--- config.mk ---
export PLATFORM = sky130hd
export DESIGN_NAME = dex_class_data_stream_parser
export DESIGN_NICKNAME = d
export VERILOG_FILES = /design/src/rtl/dcdsp_pkg.sv /design/src/rtl/dex_class_data_stream_parser.sv
export SDC_FILE = /design/constraint.sdc
export NUM_CORES = 1
export LEC_CHECK = 0
export ABC_CLOCK_PERIOD_IN_PS = 16450
export BUFFER_PORTS_ARGS = -buffer_cell sky130_fd_sc_hd__buf_2
export CORE_MARGIN = 2
export CORE_UTILIZATION = 66
export CTS_CLUSTER_DIAMETER = 80
export DETAILED_ROUTE_END_ITERATION = 6
export GPL_ROUTABILITY_DRIVEN = 0
export GPL_TIMING_DRIVEN = 0
export PLACE_DENSITY = 0.94
export REMOVE_ABC_BUFFERS = 1
export SYNTH_ARGS = -nofsm -noshare
export SYNTH_HDL_FRONTEND = slang
export SYNTH_SLANG_ARGS = --single-unit
--- constraint.sdc ---
create_clock -name clk -period 16.45 [get_ports clk]
set_input_delay 3.29 -clock clk [delete_from_list [all_inputs] [get_ports clk]]
set_output_delay 3.29 -clock clk [all_outputs]
set_load 0.05 [all_outputs]
--- src/rtl/dcdsp_pkg.sv ---
// Shared types and helpers for the class-data stream parser.
// Phase encoding, record kinds, result beat layout and the list-skip search.
// No dependencies.
`default_nettype none
package dcdsp_pkg;

	typedef enum logic [2:0] {
		PH_IDLE   = 3'd0,
		PH_HEADER = 3'd1,
		PH_LIST0  = 3'd2,
		PH_LIST1  = 3'd3,
		PH_LIST2  = 3'd4,
		PH_LIST3  = 3'd5,
		PH_DONE   = 3'd6
	} phase_t;

	localparam logic [2:0] KIND_HEADER   = 3'd0;
	localparam logic [2:0] KIND_STATIC   = 3'd1;
	localparam logic [2:0] KIND_INSTANCE = 3'd2;
	localparam logic [2:0] KIND_DIRECT   = 3'd3;
	localparam logic [2:0] KIND_VIRTUAL  = 3'd4;

	localparam int unsigned LEB_MAX_BYTES = 5;
	localparam int unsigned NUM_LISTS     = 4;

	typedef struct packed {
		logic [2:0]  record_kind;
		logic [31:0] item_number;
		logic [31:0] id_index;
		logic [31:0] access_flags;
		logic [31:0] code_offset;
		logic        last_of_item;
	} result_t;

	// First nonempty list at or after 'from'; done when none is left.
	function automatic phase_t next_phase(input logic [NUM_LISTS-1:0] nonzero,
			input logic [2:0] from);
		phase_t res;
		res = PH_DONE;
		for (int l = NUM_LISTS - 1; l >= 0; l--) begin
			if (3'(l) >= from && nonzero[l]) begin
				res = phase_t'(3'(PH_LIST0) + 3'(l));
			end
		end
		return res;
	endfunction

	// Bit position of the 7-bit group for a given byte of a LEB128 value.
	function automatic logic [4:0] leb_shift(input logic [2:0] cnt);
		logic [4:0] sh;
		unique case (cnt)
			3'd0:    sh = 5'd0;
			3'd1:    sh = 5'd7;
			3'd2:    sh = 5'd14;
			3'd3:    sh = 5'd21;
			3'd4:    sh = 5'd28;
			default: sh = 5'd0;
		endcase
		return sh;
	endfunction

endpackage
`default_nettype wire

--- src/rtl/dex_class_data_stream_parser.sv ---
// A completed result is registered in the output register, or in the skid on a stall.
// Throughput: one byte per cycle while the skid is empty; all decode state updates in a single register stage.
// A two-entry output (register plus skid) keeps bytes flowing while a result waits.
// Reset clears control state: phase goes idle, counters and decode state go to zero.
// Holds the whole parser; depends on dcdsp_pkg.
`default_nettype none
module dex_class_data_stream_parser (
	input  wire logic        clk,
	input  wire logic        arst_n,
	input  wire logic        in_valid,
	output logic             in_stall,
	input  wire logic [7:0]  data_byte,
	input  wire logic        start_req,
	output logic             out_valid,
	input  wire logic        out_stall,
	output logic [2:0]       record_kind,
	output logic [31:0]      item_number,
	output logic [31:0]      id_index,
	output logic [31:0]      access_flags,
	output logic [31:0]      code_offset,
	output logic             last_of_item
);
	import dcdsp_pkg::*;

	phase_t      phase_q;
	logic [31:0] acc_q;
	logic [2:0]  cnt_q;
	logic [1:0]  slot_q;
	logic [31:0] counts_q [NUM_LISTS];
	logic [31:0] elem_q;
	logic [31:0] run_q;
	logic [31:0] delta_q;
	logic [31:0] flags_q;

	logic        out_valid_q;
	result_t     out_q;
	logic        skid_valid_q;
	result_t     skid_q;

	logic        take;
	logic        active;
	phase_t      eff_phase;
	logic [31:0] eff_acc;
	logic [2:0]  eff_cnt;
	logic [1:0]  eff_slot;
	logic [31:0] eff_elem;
	logic [31:0] eff_run;
	logic [31:0] acc_new;
	logic [2:0]  cnt_new;
	logic        val_done;
	logic [1:0]  list_idx;
	logic        method;
	logic [31:0] elem_inc;
	logic [31:0] run_sum;
	logic        list_end;
	logic [NUM_LISTS-1:0] hdr_nz;
	logic [NUM_LISTS-1:0] cur_nz;
	phase_t      hdr_next;
	phase_t      list_next;
	logic        rec_done;

	phase_t      phase_d;
	logic [31:0] acc_d;
	logic [2:0]  cnt_d;
	logic [1:0]  slot_d;
	logic [31:0] elem_d;
	logic [31:0] run_d;
	logic [31:0] delta_d;
	logic [31:0] flags_d;
	logic        cnt_we;

	logic        res_valid;
	result_t     res;

	assign in_stall = skid_valid_q;
	assign take     = in_valid && !skid_valid_q;
	assign active   = start_req || phase_q == PH_HEADER || phase_q == PH_LIST0 ||
		phase_q == PH_LIST1 || phase_q == PH_LIST2 || phase_q == PH_LIST3;

	// start abandons any item in flight and restarts decoding on this beat
	assign eff_phase = start_req ? PH_HEADER : phase_q;
	assign eff_acc   = start_req ? '0 : acc_q;
	assign eff_cnt   = start_req ? '0 : cnt_q;
	assign eff_slot  = start_req ? '0 : slot_q;
	assign eff_elem  = start_req ? '0 : elem_q;
	assign eff_run   = start_req ? '0 : run_q;

	assign acc_new  = eff_acc | ({25'd0, data_byte[6:0]} << leb_shift(eff_cnt));
	assign cnt_new  = eff_cnt + 3'd1;
	assign val_done = !data_byte[7] || cnt_new == 3'(LEB_MAX_BYTES);

	assign list_idx = 2'(3'(eff_phase) - 3'(PH_LIST0));
	assign method   = list_idx[1];
	assign elem_inc = eff_elem + 32'd1;
	assign run_sum  = eff_run + delta_q;
	assign list_end = elem_inc == counts_q[list_idx];

	always_comb begin
		for (int l = 0; l < NUM_LISTS; l++) begin
			cur_nz[l] = counts_q[l] != '0;
		end
		// the fourth count lands on this same beat
		hdr_nz = {acc_new != '0, cur_nz[2:0]};
	end

	assign hdr_next  = next_phase(hdr_nz, 3'd0);
	assign list_next = next_phase(cur_nz, 3'({1'b0, list_idx}) + 3'd1);
	assign rec_done  = eff_slot == 2'd2 || (eff_slot == 2'd1 && !method);

	// next state
	always_comb begin
		phase_d = eff_phase;
		acc_d   = '0;
		cnt_d   = '0;
		slot_d  = eff_slot;
		elem_d  = eff_elem;
		run_d   = eff_run;
		delta_d = delta_q;
		flags_d = flags_q;
		cnt_we  = 1'b0;
		if (!val_done) begin
			acc_d = acc_new;
			cnt_d = cnt_new;
		end else begin
			unique case (eff_phase)
				PH_HEADER: begin
					cnt_we = 1'b1;
					if (eff_slot != 2'd3) begin
						slot_d = eff_slot + 2'd1;
					end else begin
						slot_d  = '0;
						phase_d = hdr_next;
					end
				end
				PH_LIST0, PH_LIST1, PH_LIST2, PH_LIST3: begin
					if (eff_slot == 2'd0) begin
						delta_d = acc_new;
						slot_d  = 2'd1;
					end else if (!rec_done) begin
						flags_d = acc_new;
						slot_d  = 2'd2;
					end else begin
						slot_d = '0;
						if (list_end) begin
							elem_d  = '0;
							run_d   = '0;
							phase_d = list_next;
						end else begin
							elem_d = elem_inc;
							run_d  = run_sum;
						end
					end
				end
				default: begin
					acc_d = acc_q;
					cnt_d = cnt_q;
				end
			endcase
		end
	end

	// result beat
	always_comb begin
		res_valid        = 1'b0;
		res.record_kind  = KIND_HEADER;
		res.item_number  = '0;
		res.id_index     = '0;
		res.access_flags = '0;
		res.code_offset  = '0;
		res.last_of_item = 1'b0;
		if (take && active && val_done) begin
			unique case (eff_phase)
				PH_HEADER: begin
					res_valid        = eff_slot == 2'd3;
					res.last_of_item = hdr_next == PH_DONE;
				end
				PH_LIST0, PH_LIST1, PH_LIST2, PH_LIST3: begin
					res_valid        = rec_done;
					res.record_kind  = 3'({1'b0, list_idx}) + KIND_STATIC;
					res.item_number  = eff_elem;
					res.id_index     = run_sum;
					res.access_flags = method ? flags_q : acc_new;
					res.code_offset  = method ? acc_new : '0;
					res.last_of_item = list_end && list_next == PH_DONE;
				end
				default: res_valid = 1'b0;
			endcase
		end
	end

	always_ff @(posedge clk or negedge arst_n) begin
		if (!arst_n) begin
			phase_q <= PH_IDLE;
			acc_q   <= '0;
			cnt_q   <= '0;
			slot_q  <= '0;
			elem_q  <= '0;
			run_q   <= '0;
			delta_q <= '0;
			flags_q <= '0;
			for (int l = 0; l < NUM_LISTS; l++) begin
				counts_q[l] <= '0;
			end
		end else if (take && active) begin
			phase_q <= phase_d;
			acc_q   <= acc_d;
			cnt_q   <= cnt_d;
			slot_q  <= slot_d;
			elem_q  <= elem_d;
			run_q   <= run_d;
			delta_q <= delta_d;
			flags_q <= flags_d;
			if (cnt_we) begin
				counts_q[eff_slot] <= acc_new;
			end
		end
	end

	always_ff @(posedge clk or negedge arst_n) begin
		if (!arst_n) begin
			out_valid_q  <= 1'b0;
			skid_valid_q <= 1'b0;
		end else if (!out_valid_q || !out_stall) begin
			if (skid_valid_q) begin
				out_valid_q  <= 1'b1;
				skid_valid_q <= 1'b0;
			end else begin
				out_valid_q <= res_valid;
			end
		end else if (res_valid) begin
			skid_valid_q <= 1'b1;
		end
	end

	always_ff @(posedge clk) begin
		if (!out_valid_q || !out_stall) begin
			out_q <= skid_valid_q ? skid_q : res;
		end else if (res_valid) begin
			skid_q <= res;
		end
	end

	assign out_valid    = out_valid_q;
	assign record_kind  = out_q.record_kind;
	assign item_number  = out_q.item_number;
	assign id_index     = out_q.id_index;
	assign access_flags = out_q.access_flags;
	assign code_offset  = out_q.code_offset;
	assign last_of_item = out_q.last_of_item;

`ifndef SYNTHESIS
	a_skid_behind_out: assert property (@(posedge clk) disable iff (!arst_n)
		skid_valid_q |-> out_valid_q)
		else $error("skid holds a beat while output register is empty");

	a_last_ends_item: assert property (@(posedge clk) disable iff (!arst_n)
		(res_valid && res.last_of_item) |=> phase_q == PH_DONE)
		else $error("last result did not end the item");

	a_slot_range: assert property (@(posedge clk) disable iff (!arst_n)
		(phase_q != PH_HEADER) |-> slot_q != 2'd3)
		else $error("record value slot out of range");

	a_header_zero: assert property (@(posedge clk) disable iff (!arst_n)
		(out_valid_q && out_q.record_kind == KIND_HEADER) |->
		(out_q.item_number == '0 && out_q.id_index == '0 && out_q.code_offset == '0))
		else $error("header beat carries record data");
`endif

endmodule
`default_nettype wire
### Word-level counts from Yosys, hierarchy flattened

Index checks and enable logic that the tools add are counted.

| word-level totals | value |
|---|---|
| register bits after elaboration | 562 |
| bits in read-only memories | 0 |
| output and inout bits | 134 |
| word-level logic and storage cells | 165 |
| latch bits | 0 |
| memories kept | 0 |
| bits of input ports | 13 |
| RAM bits | 0 |

| cells by class | value |
|---|---|
| magnitude comparators | 7 |
| bitwise operators | 6 |
| mux-type cells | 59 |
| shift-type cells | 1 |
| divide/modulo/power cells | 0 |
| equal/unequal tests | 23 |
| add/sub/neg operators | 6 |
| $mul | 0 |
| reductions and logical operators | 37 |

Operators with widths:

| operator | number |
|---|---|
| 32-bit two-way mux | 20 |
| 132-bit two-way mux | 2 |
| 32-bit nonzero test | 5 |
| 131-bit two-way mux | 1 |
| 128-bit bitwise mux | 1 |
| 32-bit binary-select mux with 2-bit select | 1 |
| 32-bit demux with 2-bit select | 1 |
| 3-bit two-way mux | 15 |
| 32-bit by 1-bit adder with 32-bit output (second input constant) | 1 |
| 32-bit adder | 1 |
| 32-bit == test | 1 |
| 32-bit OR | 1 |
| 7-bit by 5-bit left shift with 32-bit output | 1 |
| 3-bit == test (second input constant) | 8 |
| 5-bit one-hot mux with 4 select lines | 1 |
| 3-bit by 2-bit == test with 1-bit output (second input constant) | 6 |
| 2-bit two-way mux | 7 |
| 1-bit logical AND | 10 |
| 3-bit by 1-bit == test with 1-bit output (second input constant) | 3 |
| 1-bit logical OR | 8 |
| 1-bit by 3-bit >= comparator with 1-bit output (first input constant) | 2 |
| 2-bit by 3-bit >= comparator with 1-bit output (first input constant) | 2 |
| 3-bit >= comparator (second input constant) | 2 |
| 1-bit two-way mux | 6 |
| other kinds (21) | 33 |

### Longest topological paths before layout

| logic depth | value |
|---|---|
| word-level depth | 14 |
| mapped depth | 26 |
| mapped depth without buffers | 16 |

### Worst setup path after synthesis

Ideal clock, no wire load.

| timing path | value |
|---|---|
| kind | input-to-reg |
| start | input port start_req |
| end | register skid_q[0] (netlist bit) (enable) |
| path slack | 2.710 ns |
| required time | 15.812 ns |
| library setup time | 0.638 ns |
| path buffers | 9 |
| stages | 20 |
| arrival time | 13.101 ns |
| cells stage by stage | buf_2 -> inv_1 -> clkbuf_1 -> clkbuf_1 -> buf_1 -> buf_1 -> clkbuf_1 -> buf_1 -> buf_1 -> nand2_1 -> inv_1 -> ha_1 -> ha_1 -> o21ai_0 -> nand2_1 -> nor2_1 -> nand2_1 -> clkbuf_1 -> o21ai_0 -> nor2b_1 |

| on the way | value |
|---|---|
| word-level cells in the longest chain between the ends | 9 |
| elaborated cells on any way between the ends | 29 |
| classes of those cells | add/sub: 2; eq/ne: 9; mux: 5; reduce/logical: 13 |

RTL lines:

| what | line | text |
|---|---|---|
| start: declaration | dex_class_data_stream_parser.sv:13 | `input wire logic start_req,` |
| branches (longest 7 deep; another with 3-bit by 1-bit adder with 3-bit output) | - |  |
| 1-bit two-way mux (*) | dex_class_data_stream_parser.sv:171 | `if (take && active && val_done) begin` |
| 2-bit AND reduction (no line) (*) | - |  |
| end signal: assignment | dex_class_data_stream_parser.sv:239 | `skid_q <= res;` |
| end: declaration | dex_class_data_stream_parser.sv:38 | `result_t skid_q;` |

Mark *: on every way between the ends.
A chain may end at the register's enable or synchronous reset.

### Worst setup path in the final report

| timing path | value |
|---|---|
| start | input port start_req |
| end | register out_q (netlist bit last_of_item) (data pin) |

| on the way | value |
|---|---|
| word-level cells in the longest chain between the ends | 14 |
| elaborated cells on any way between the ends | 58 |
| classes of those cells | add/sub: 4; order compare: 4; eq/ne: 13; shift: 1; mux: 19; bitwise: 2; reduce/logical: 15 |

RTL lines:

| what | line | text |
|---|---|---|
| 3-bit two-way mux (on tied branches) | dex_class_data_stream_parser.sv:83, dex_class_data_stream_parser.sv:81 |  |
| 3-bit == test, or another cell as far along | dcdsp_pkg.sv:51 | `unique case (cnt)` |
| 5-bit one-hot mux with 4 select lines or 2-bit by 1-bit adder with 3-bit output (tied branches) | dcdsp_pkg.sv:51, dex_class_data_stream_parser.sv:107 |  |
| 7-bit by 5-bit left shift with 32-bit output or 2-bit by 3-bit >= comparator with 1-bit output (tied branches) | dex_class_data_stream_parser.sv:88, dcdsp_pkg.sv:41 |  |
| 32-bit OR or 1-bit logical AND (tied branches) | dex_class_data_stream_parser.sv:88, dcdsp_pkg.sv:41 |  |
| 32-bit nonzero test or 2-bit two-way mux (tied branches) | dex_class_data_stream_parser.sv:103, dcdsp_pkg.sv:41 |  |
| 2-bit two-way mux or 3-bit two-way mux (tied branches) | dcdsp_pkg.sv:41 | `if (3'(l) >= from && nonzero[l]) begin` |
| 3-bit two-way mux (2 in a row) | dcdsp_pkg.sv:41 |  |
| 3-bit two-way mux or 3-bit == test (tied branches) | dcdsp_pkg.sv:41, dex_class_data_stream_parser.sv:184 |  |
| 3-bit == test or 1-bit logical AND (tied branches) | dex_class_data_stream_parser.sv:175, dex_class_data_stream_parser.sv:184 |  |
| 1-bit one-hot mux with 2 select lines | dex_class_data_stream_parser.sv:172 | `unique case (eff_phase)` |
| 132-bit two-way mux (*) | dex_class_data_stream_parser.sv:171 |  |
| 132-bit two-way mux (*) | dex_class_data_stream_parser.sv:237 | `out_q <= skid_valid_q ? skid_q : res;` |
| end signal: assignment | dex_class_data_stream_parser.sv:237 |  |
| end: declaration | dex_class_data_stream_parser.sv:36 | `result_t out_q;` |

Mark *: on every way between the ends. The rest lies on a longest branch, timed or not. The select of a mux whose other input is x is not followed.

==> results_dict.tcl <==
set metrics [dict create \
    status "finished with violations" \
    violations "design-rule violations, max-capacitance violations, max-slew violations" \
    hp-start "cnt_q[0]" \
    crit_path_end_kind "flip-flop" \
    r2r_cells 13 \
    cts_tree "built" \
    dr_total_vias 21400 \
    maxCapViolCount 2 \
    seqPwrFrac_pct 48.4 \
    ys_seq_area_share_pct 58.1 \
    cts_sinks 562 \
    rr_startpoint "phase_q[1]" \
    synth_top_cell_area_share_pct 30.0 \
    fin_hold_ws_ns 0.479 \
    area_delta_synth_final_pct 13.1 \
    drive_above_1_share_pct 12.0 \
    ir_worst_vdd_uv 90.0 \
    netlist_area_um2 26500 \
    intPower_uw 2430 \
    grt_pass1_vias 20900 \
    path_class "in2reg" \
    cts_hold_buf 0 \
    p_leak_uw 0.0139 \
    hpwl_mm 46.1 \
    clkSlewWorstSetupHoldPaths_ns 0.07 \
    min_period_ns 9.28 \
    slew_headroom_pct -6.77 \
    place_area_um2 28000 \
    syn_inst 2498 \
    dr.first_iter.drc_count 3689 \
    clkPwrFrac_pct 40.0 \
    hold_viol 0 \
    ys_seq_elements 562 \
    wirelength_mm 73.0 \
    synth_compound_area_share_pct 18.0 \
    cts_buffers 55 \
    synth_top_family_by_area "compound AO/OA/AOI/OAI gates" \
    swShare_pct 26.7 \
    fillers 2418 \
    ys_warn_count 0 \
    io_buffer_count 146 \
    synth_ff_type "dfrtp_1" \
    synthSimpleGateAreaFrac_pct 14.9 \
    initial_core_util_pct 66.8 \
    arrival_ns 9.66 \
    clockRootBuffer "clkbuf_16" \
    netlist.top_cell.by_area "edfxtp_1" \
    cts_setup_buffers 0 \
    drt-vias-per-instance 6.79 \
    drtPass1Iterations 7 \
    fin_nets 2644 \
    stdcell_area_um2 29900 \
    period_share_pct 56.4 \
    cts-resized-gates 0 \
    fp.dieW_um 204 \
    grt_max_degree 119 \
    coreArea_um2 39600 \
    rows 73 \
    fin_skew_ns 0.0200 \
    synthAdderAreaFrac_pct 2.39 \
    boundaryPins 147 \
    synth.cells.most_frequent "nand2_1 (383), dfrtp_1 (298), o21ai_0 (272), edfxtp_1 (264), nor2_1 (159)" \
    wl_per_cell_um 23.1 \
    synth_mux_area_share_pct 1.20 \
    grt-ovfl-total 0 \
    synthArstFlopShare_pct 53.0 \
    clockBufferDepth 3 \
    synthTopCellsByArea "edfxtp_1 (30%), dfrtp_1 (28%), nand2_1 (5.4%), o21ai_0 (5.1%), a21o_1 (4.3%)" \
    clkLatencyLatePin_ns 0.63 \
    finalMaxSlewViolations 11 \
    startpoint "start_req" \
    htree_levels 2 \
    fmax_mhz 108 \
    p_sw_uw 882 \
    ys_types 74 \
    fin_cells 3154 \
    min_path_type "reg2reg" \
    groute.usage.overall_pct 35.3 \
    grt_pass1_wl_mm 114 \
    power_density_nw_per_um2 111 \
    start_kind "input port" \
    die_area_um2 41700 \
    synth_edf_count 264 \
    syn_area_per_cell_um2 10.6 \
    combPwrFrac_pct 11.6 \
    antenna_found_initial 2 \
    worstMarginPinSlew_ns 1.60 \
    placed_cells_incl_taps 3047 \
    whs_path_depth 2 \
    drcViolationCount 6 \
    synth.most_common_cell "nand2_1" \
    synth_xor_area_share_pct 2.65 \
    rsz0062_at_grt "false" \
    setup_viol 0 \
    cp_max_fo 87 \
    die_y_um 204 \
    design_power_total_uw 3310 \
    antenna_left 0 \
    worstPathRequired_ns 16.83 \
]
-- critical path, stage by stage --
cell and delay [ns]:
buf_4 0.27, buf_16 0.33, inv_2 0.38, nand2_1 0.26
inv_1 0.11, ha_1 0.21, ha_1 0.30, a21oi_2 0.52
mux2i_1 0.71, o22ai_1 0.19, a21oi_1 1.13, nand4_1 0.16
or3_1 0.45, or3_1 0.39, nor3_1 0.30, a32oi_1 0.17
o21ai_0 0.38
-- area by class of cell --
cell class | count | area, um^2 | area share, %
flip-flops and latches | 562 | 15400 | 51.4
multi-input cells | 1747 | 10500 | 34.9
clock buffers | 86 | 1770 | 5.91
repair buffers | 178 | 1360 | 4.54
well taps | 525 | 657 | 2.19
clock inverters | 16 | 163 | 0.543
inverters | 37 | 139 | 0.464
diodes | 3 | 7.51 | 0.0251
-- cell families after synthesis --
kind of cell | Yosys count
multiplexers | 30
flip-flops | 562
AND/OR/NAND/NOR | 847
buffers and inverters | 189
XOR/XNOR | 80
AO/OA/AOI/OAI | 740
adder cells (fa/ha/maj) | 50
-- power groups by stage --
stage	Clock, uW	Sequential, uW	Combinational (uW)
2_1_floorplan	0	1630	203
3_3_place_gp	0	1620	318
3_5_place_dp	0	1620	352
4_1_cts	1330	1600	363
5_1_grt	1390	1610	404
6_report	1320	1600	382
-- flip-flops by register name (all words and copies together) (netlist names), 2 cells and up --
name,cells
skid_q,132
counts_q,128
acc_q,32
access_flags,32
code_offset,32
delta_q,32
elem_q,32
flags_q,32
id_index,32
item_number,32
run_q,32
cnt_q,3
phase_q,3
record_kind,3
slot_q,2
-- layout by cell type, fill, tap and decap left out, drive strengths merged, types with 9 or more instances in the layout --
| cell type | n |
|---|---|
| a211oi | 56 |
| a21o | 152 |
| a21oi | 77 |
| a22o | 36 |
| a31oi | 28 |
| and2 | 25 |
| and3 | 38 |
| buf | 178 |
| clkbuf | 86 |
| clkinv | 11 |
| dfrtp | 298 |
| edfxtp | 264 |
| ha | 49 |
| inv | 38 |
| mux2i | 26 |
| nand2 | 383 |
| nand2b | 9 |
| nand3 | 26 |
| nand4 | 26 |
| nor2 | 159 |
| nor2b | 65 |
| nor3 | 37 |
| nor4 | 42 |
| o21a | 11 |
| o21ai | 278 |
| o221ai | 9 |
| o31ai | 20 |
| or3 | 10 |
| xnor2 | 61 |
| xor2 | 19 |
-- final timing paths --
path / end / slack (ns)
worst min-delay path: cnt_q[0] / 0.48
worst min register to register: cnt_q[0] / 0.48
worst max register to register: skid_q[70] / 10.25
max in group asynchronous: flags_q[12] / 12.34
worst max-delay path: last_of_item / 7.17
min in group asynchronous: elem_q[24] / 2.61
-- through the flow --
stage	TNS [ns]	setup WS, ns	util (%)
2_1_floorplan	0	2.19	-
3_3_place_gp	-647.28	-4.92	68.8
3_5_place_dp	0	6.75	70.5
4_1_cts	0	7.31	75.4
5_1_grt	0	7.07	75.5
6_report	0	7.17	75.5
-- per-layer routing --
metal,GRT usage (%),vias to the layer above,routed length (um)
met4,18.9,0,4450
li1,-,9203,-
met2,53.1,1643,32500
met3,10.9,450,9490
met5,0,-,0
met1,46.2,10100,26500
Note: power is estimated with default switching activity, not from simulation.
